$ cat config.mk
export PLATFORM = sky130hd
export DESIGN_NAME = pfla_ctrl
export DESIGN_NICKNAME = d
export VERILOG_FILES = /design/src/hdl/pfla_pkg.sv /design/src/hdl/pfla_ctrl.sv
export SDC_FILE = /design/constraint.sdc
export NUM_CORES = 1
export LEC_CHECK = 0
export ABC_AREA = 1
export BUFFER_PORTS_ARGS = -buffer_cell sky130_fd_sc_hd__buf_2
export CAP_MARGIN = 20
export CORE_AREA = 5 5 42 44
export DETAILED_ROUTE_END_ITERATION = 6
export DIE_AREA = 0 0 47 49
export PLACE_DENSITY = 0.44
export SYNTH_ARGS = -nofsm -noshare
export SYNTH_HDL_FRONTEND = slang
export SYNTH_SLANG_ARGS = --single-unit
export TNS_END_PERCENT = 5
$ cat constraint.sdc
create_clock -name clk -period 0.9 [get_ports clk]
set_input_delay 0.09 -clock clk [delete_from_list [all_inputs] [get_ports clk]]
set_output_delay 0.09 -clock clk [all_outputs]
set_load 0.01 [all_outputs]
$ cat src/hdl/pfla_pkg.sv
// Shared constants, codes and control types for the page allocator.
package pfla_pkg;

    localparam int CORES      = 8;
    localparam int MAX_PAGES  = 32768;
    localparam int PAGE_SHIFT = 12;

    localparam int ADDR_W     = 35;
    localparam int CORE_W     = 3;
    localparam int CORE_IDX_W = (CORES > 1) ? $clog2(CORES) : 1;
    localparam int IDX_W      = $clog2(MAX_PAGES);
    localparam int LINK_W     = IDX_W + 1;
    localparam int CFG_IDX_W  = 1;

    localparam logic [ADDR_W-1:0] KERNEL_END_RESET = 35'h0_8000_0000;
    localparam logic [ADDR_W-1:0] PHYS_TOP_RESET   = 35'h0_8800_0000;

    localparam logic [CFG_IDX_W-1:0] CFG_KERNEL_END = 1'b0;
    localparam logic [CFG_IDX_W-1:0] CFG_PHYS_TOP   = 1'b1;

    localparam logic OP_ALLOC = 1'b0;
    localparam logic OP_FREE  = 1'b1;

    typedef enum logic [1:0] {
        ST_OK       = 2'd0,
        ST_EMPTY    = 2'd1,
        ST_BAD_ADDR = 2'd2
    } status_t;

    typedef struct packed {
        logic load;
        logic commit_free;
        logic start_read;
        logic commit_pop;
        logic commit_empty;
    } ctrl_cmd_t;

    typedef struct packed {
        logic op_free;
        logic any_valid;
    } dp_status_t;

endpackage

$ cat src/hdl/pfla_ctrl.sv
// Controller state machine sequencing free and allocate transactions.
module pfla_ctrl
(
    input  logic                  clk,
    input  logic                  rst_n,
    input  logic                  in_valid,
    output logic                  in_stall,
    output logic                  out_valid,
    input  logic                  out_stall,
    input  pfla_pkg::dp_status_t  dp_status,
    output pfla_pkg::ctrl_cmd_t   cmd
);

    typedef enum logic [1:0] {
        S_IDLE,
        S_EXEC,
        S_READ
    } state_t;

    state_t state_reg;
    state_t state_next;
    logic   out_valid_reg;
    logic   out_valid_next;
    logic   out_room;
    logic   commit;

    assign out_room  = !out_valid_reg || !out_stall;
    assign in_stall  = (state_reg != S_IDLE);
    assign out_valid = out_valid_reg;
    assign commit    = cmd.commit_free || cmd.commit_pop || cmd.commit_empty;

    always_comb
    begin
        state_next = state_reg;
        cmd        = '0;
        case (state_reg)
            S_IDLE:
            begin
                if (in_valid)
                begin
                    cmd.load   = 1'b1;
                    state_next = S_EXEC;
                end
            end
            S_EXEC:
            begin
                if (dp_status.op_free)
                begin
                    if (out_room)
                    begin
                        cmd.commit_free = 1'b1;
                        state_next      = S_IDLE;
                    end
                end
                else if (dp_status.any_valid)
                begin
                    cmd.start_read = 1'b1;
                    state_next     = S_READ;
                end
                else if (out_room)
                begin
                    cmd.commit_empty = 1'b1;
                    state_next       = S_IDLE;
                end
            end
            S_READ:
            begin
                if (out_room)
                begin
                    cmd.commit_pop = 1'b1;
                    state_next     = S_IDLE;
                end
            end
            default:
            begin
                state_next = S_IDLE;
            end
        endcase
    end

    always_comb
    begin
        out_valid_next = out_valid_reg;
        if (commit)
        begin
            out_valid_next = 1'b1;
        end
        else if (!out_stall)
        begin
            out_valid_next = 1'b0;
        end
    end

    always_ff @(posedge clk or negedge rst_n)
    begin
        if (!rst_n)
        begin
            state_reg     <= S_IDLE;
            out_valid_reg <= 1'b0;
        end
        else
        begin
            state_reg     <= state_next;
            out_valid_reg <= out_valid_next;
        end
    end

endmodule

-- Word-level counts from Yosys, hierarchy flattened
Index checks and enable logic that the tools add are counted.
- equality and inequality tests: 4
- multiplexer cells: 18
- reductions and logical operators: 7
- operators with widths (kind ; number):
    1-bit two-way mux ; 12
    2-bit two-way mux ; 5
    2-bit case mux with 3 select lines ; 1
    1-bit logical OR ; 3
    2-bit by 1-bit equality test with 1-bit output, second input constant ; 1
    2-bit equality test, second input constant ; 1
    1-bit zero test ; 2
    2-bit zero test ; 1
    2-bit by 1-bit inequality test with 1-bit output, second input constant ; 1
    2-bit inequality test, second input constant ; 1
    2-bit nonzero test ; 1
- register bits: 3
- input port bits: 6
- logic and storage cells: 31

-- Longest topological paths before layout
Gate-level depths: netlist (run 1).
- depth in word-level cells: 8
- depth in mapped cells: 4

-- Worst setup path after synthesis (run 1)
Ideal clock, no wire load.
- path kind: reg2out
- from: reg out_valid_reg, in the netlist out_valid
- to: out cmd[1] (netlist name)
- arrival: 0.820 ns
- required time: 0.810 ns
- setup slack: -0.010 ns
- stages on the path, launching flop included: 4
- path buffers: 0
- cells stage by stage: dfrtp_1 > nand2_1 > inv_1 > nor3_1
- RTL lines (item ; RTL line ; text):
    from (decl) ; pfla_ctrl.sv:22 ; logic out_valid_reg;
    from (signal assigned) ; pfla_ctrl.sv:104 ; out_valid_reg <= out_valid_next;
    to (decl) ; pfla_ctrl.sv:11 ; output pfla_pkg::ctrl_cmd_t cmd

==> results of run 1 <==
## cell type report
type | count | share of cell area [%]
Clock buffer | 4 | 7.119
Inverter | 5 | 5.085
Multi-Input combinational cell | 19 | 30.51
Sequential cell | 3 | 20.68
Tap cell | 16 | 5.424
Timing Repair Buffer | 18 | 31.19
## critical path, stage by stage (launching register included)
cell and delay [ps]:
dfrtp_1 350, inv_2 70, buf_4 130, nor3_2 90, buf_2 150
## path summary, 6_finish.rpt
path / start / end / slack (ps) / depth (start not counted)
setup reg to reg: state_reg[1] / state_reg[1] / -50 / 5
hold reg to reg: state_reg[1] / out_valid / 630 / 4
setup / recovery: state_reg[1] / cmd[1] / -210 / 4
min in group asynchronous: rst_n / out_valid / 180 / 2
hold / removal: in_valid / state_reg[0] / 150 / 3
max in group asynchronous: rst_n / state_reg[0] / 610 / 2
## power by group
part           internal (mW)  total, mW  leakage (nW)  switching, mW
clock network          0.166      0.230        0.0150         0.0641
logic                  0.133      0.271         0.160          0.138
registers              0.163      0.189        0.0369         0.0258
total                  0.462      0.690         0.212          0.228
## timing repair
| action | 4_1_cts | 5_1_grt |
|---|---|---|
| resized for setup | 6 | 2 |
| buffers inserted | 2 | 0 |
| endpoints found under the hold margin | 3 | 0 |
| hold buffers | 1 | 0 |
| pin swaps | 7 | 1 |
| setup endpoints to repair | 7 | 9 |
## metal layers
metal,global-route usage [%],part of all wire (%),vias up
li1,-,-,128
met3,1.107,8.9,0
met2,7.240,57,5
met5,0,0,-
met4,5.530,0,0
met1,5.088,34,101
## kinds of logic after synthesis
logic type	count (synthesis)	share of synthesized area [%]
simple gates	18	45.70
buf+inv	5	9.935
flops	3	39.73
compound gates	1	4.637
## Yosys cell counts
cell      number
nand3b_1       1
inv_2          2
inv_1          3
nor2_1         4
dfrtp_1        3
nor3_1         1
nor2_2         1
nor3_2         1
o21ai_2        1
nand3_1        2
nand2_2        1
nand2_1        7
## placed cells by master (no fill, tap or decap), drive strengths merged
| master | Yosys | routed |
|---|---|---|
| nor2 | 5 | 5 |
| clkbuf | 0 | 4 |
| nor3 | 2 | 2 |
| buf | 0 | 17 |
| nand3 | 2 | 2 |
| dfrtp | 3 | 3 |
| o21ai | 1 | 1 |
| dlygate4sd3 | 0 | 1 |
| nand3b | 1 | 1 |
| inv | 5 | 5 |
| nand2 | 8 | 8 |
## through the flow
step | cells | instance area (um2) | hold WS, ps
6_report | 65 | 369.1 | 151.5
5_1_grt | 65 | 369.1 | 179.5
4_1_cts | 65 | 364.1 | 156.1
3_5_place_dp | 58 | 296.5 | -112.6
3_3_place_gp | 58 | 296.5 | -110.3
2_1_floorplan | 27 | 193.9 | -205.6
==> flow_summary.yaml, run 1 <==
run_status:
  status: "finished, violations left"
  violations: "setup timing"
drt:
  ant_nets: 0
  first_pass_iters: 1
  first_iter_violations: 0
  wl_per_cell_um: 7.769
  via_per_inst: 3.600
  vias: 234
  wl_um: 505
  drc: 0
setup_path:
  cp_max_fo: 5
  critPathArrivalTime_ps: 1020
  endpoint_kind: "output pin"
  crit_type: "flip-flop to output pin"
  required_ps: 810
  worstSetupStartpointType: "flip-flop"
timing:
  fin_skew_ps: 0.09517
  hold_viol: 0
  min_period_ps: 1110
  fmax_mhz: 901.3
  timing.slew.headroom_pct: 89.10
  setup_ws_ps: -209.5
  post-route-period-util_pct: 123.3
  drv_slew: 0
  worst_slew_pin_slew_ps: 163.1
  finalSetupViolCount: 7
  rsz0062_at_grt: "yes"
  fin_tns_setup_ps: -1140
global_route:
  grt.total_usage_pct: 4.940
  antenna_found_initial: 0
  overflow: 0
  grt_max_degree: 6
  grt_pass1_wl_um: 779
  grt_pass1_vias: 220
synth:
  yosysWarnings: 0
  synth_cell_type_count: 12
  yosysTopAreaCellShare_pct: 39.74
  syn_inst: 27
  ys_seq_area_share_pct: 39.74
  synth-seq-cells: 3
  syn_nets: 33
  postSynthAreaPerCell_um2: 6.997
  mappedNetlistArea_um2: 188.9
  yosys.area.top_type: "dfrtp_1"
  synthTopCellsByArea: "dfrtp_1 40%, nand2_1 14%, nor2_1 7.9%"
placed_design:
  io_buffers: 12
  place_congestion: 0.6552
  dp_hpwl_um: 428.1
  place_ws_ps: -16.01
floorplan:
  die_area_um2: 2303
  ios: 13
  die_w_um: 47
  coreArea_um2: 1401
  start_util_pct: 13.48
  die_h_um: 49
  rows: 14
clocking:
  clock_latency_ps: 230
  clock_sinks: 3
  clockRootBuffer: "clkbuf_4"
  cts_made_buffers: 3
  cts_tree: "done"
  cts.path.max_buffers: 2
  clk_transition_reported_paths_ps: 40
  htree_levels: 1
power_and_ir_drop:
  power.density_nw_per_um2: 1868
  p_leak_nw: 0.2117
  finalPower_uw: 689.5
  vdd_drop_max_uv: 622.9
final_layout:
  diodes: 0
  fin_util_pct: 26.34
  nFillCells: 164
  area_growth_pct: 95.36
  drive_above_1_share_pct: 65.31
  multi_input_area_um2: 112.6
  fin_nets: 56
  seqCellArea_um2: 76.32
  largest_reg_flops: 2
worst_hold_path:
  hp-class: "input pin to flip-flop"
flow_run:
  max_cap_violations: 0
Note: power is estimated with default switching activity, not from simulation.
==> run 2: changes to the inputs <==
--- a/config.mk
+++ b/config.mk
@@ -9,6 +9,7 @@
 export BUFFER_PORTS_ARGS = -buffer_cell sky130_fd_sc_hd__buf_2
 export CAP_MARGIN = 20
 export CORE_AREA = 5 5 42 44
+export CTS_BUF_LIST = sky130_fd_sc_hd__clkbuf_8
 export DETAILED_ROUTE_END_ITERATION = 6
 export DIE_AREA = 0 0 47 49
 export PLACE_DENSITY = 0.44
==> flow_summary.yaml, run 2 (synthesized netlist as in run 1, its figures left out) <==
setup_path:
  reg2reg_depth: 5
  crit_type: "flip-flop to output pin"
  cp-startpoint: "state_reg[1]"
  worstPathCellList: "inv_2 -> buf_4 -> nor3_2 -> buf_2"
  required_ps: 810
  endpoint_kind: "output pin"
  worstReg2RegStart: "state_reg[1]"
  cpPeakStageDelay_ps: 350
  crit_family: "flip-flops"
  slowest_stage: "dfrtp_1"
  reg2reg_setup_slack_ps: -50
  cp_max_fo: 5
  timing.rr.end: "state_reg[1]"
  worstSetupStartpointType: "flip-flop"
  path_buf_inv: 3
  critPathArrivalTime_ps: 1000
power_and_ir_drop:
  power.density_nw_per_um2: 2161
  vdd_drop_max_uv: 839.7
  p_leak_nw: 0.2236
placed_design:
  dp_cells: 58
  placed_cell_area_um2: 296.5
  place_congestion: 0.6552
  dp_hpwl_um: 428.1
  io_buffers: 12
timing:
  worst_slew_pin_slew_ps: 163.0
  min_period_ps: 1095
  finalSetupViolCount: 7
  fmax_mhz: 913.4
  rsz0062_at_grt: "yes"
  timing.slew.headroom_pct: 89.11
  setup_ws_ps: -194.8
  fin_skew_ps: 0.6841
  whs_ps: 165.4
  post-route-period-util_pct: 121.6
  hold_viol: 0
  drv_slew: 0
final_layout:
  drive_above_1_share_pct: 65.31
  diodes: 0
  seqCellArea_um2: 76.32
  fin_nets: 56
  fin_area_um2: 387.9
  fin_util_pct: 27.68
  final_cell_mix: "12 x buf_2, 6 x nand2_1"
  multi_input_area_um2: 112.6
  largest_reg_flops: 2
  nFillCells: 161
  final_cells: 65
  area_growth_pct: 105.3
  final_common_cell: "buf_2"
drt:
  wl_per_cell_um: 8.046
  drc: 0
  first_pass_iters: 4
  wl_um: 523
  first_iter_violations: 3
  vias: 233
  ant_nets: 0
  via_per_inst: 3.585
worst_hold_path:
  min_path_cells: 3
  holdPathEnd: "state_reg[0]"
  hp-class: "input pin to flip-flop"
  hp-start: "in_valid"
floorplan:
  die_h_um: 49
  start_util_pct: 13.48
  die_area_um2: 2303
  ios: 13
  coreArea_um2: 1401
  die_w_um: 47
  rows: 14
flow_run:
  max_cap_violations: 0
global_route:
  grt_max_degree: 6
  grt_pass1_wl_um: 821
  grt.total_usage_pct: 5.293
  antenna_found_initial: 0
  overflow: 0
  grt_pass1_vias: 224
run_status:
  violations: "setup timing"
  status: "finished, violations left"
clocking:
  htree_levels: 1
  clockRootBuffer: "clkbuf_8"
  clock_sinks: 3
  clk_transition_reported_paths_ps: 30
  clock_latency_ps: 210
  cts_tree: "done"
  cts_made_buffers: 3
  cts.path.max_buffers: 2
## run 2: how the worst max path moves through the flow
| stage | end | cells after the start | slack (ps) |
|---|---|---|---|
| 6_report | cmd[1] | 4 | -190 |
| 5_1_grt | cmd[1] | 4 | -280 |
| 4_1_cts | cmd[1] | 4 | -230 |
| 3_5_place_dp | cmd[1] | 4 | -20 |
| 3_3_place_gp | cmd[3] | 4 | -10 |
| 2_1_floorplan | cmd[3] | 3 | 40 |
## run 2: power breakdown
group / internal [mW] / total (mW) / switching [mW] / leakage [nW]
combinational: 0.133 / 0.271 / 0.138 / 0.160
clock: 0.290 / 0.378 / 0.0877 / 0.0269
sequential: 0.163 / 0.189 / 0.0258 / 0.0369
total: 0.587 / 0.838 / 0.251 / 0.224
## run 2: metal layers
layer  share of wire [%]  GRT usage, %  wire length, um
met4                   0         5.530                0
met1                  36         5.531              190
met2                  56         7.240              292
met5                   0             0                0
met3                 7.6         2.214               40
## run 2: layout make-up
type / instances / area share (%)
well taps: 16 / 5.161
flip-flops and latches: 3 / 19.68
inverters: 5 / 4.839
multi-input cells: 19 / 29.03
repair buffers: 18 / 29.68
clock inverters: 1 / 0.9677
clock buffers: 3 / 10.65
## run 2: stage by stage
step,setup slack (ps),total power [mW],setup TNS [ps]
final,-194.8,0.8380,-1051
after global routing,-277.6,0.8945,-1513
after CTS,-234.7,0.8483,-1184
after detailed placement,-16.01,0.4060,-30.73
after global placement,-14.31,0.4064,-14.31
after floorplan,39.51,0.3059,0
## run 2: repair_timing
action                     CTS  global route
setup endpoints to repair    7             9
buffers inserted             2             0
pin swaps                    7             1
hold endpoints to repair     3             0
hold buffers                 1             0
gates resized for setup      6             2
## run 2: tightest hold or removal path, stage by stage
cell and delay (ps):
buf_2 80, nand3_1 90, nand2_1 80
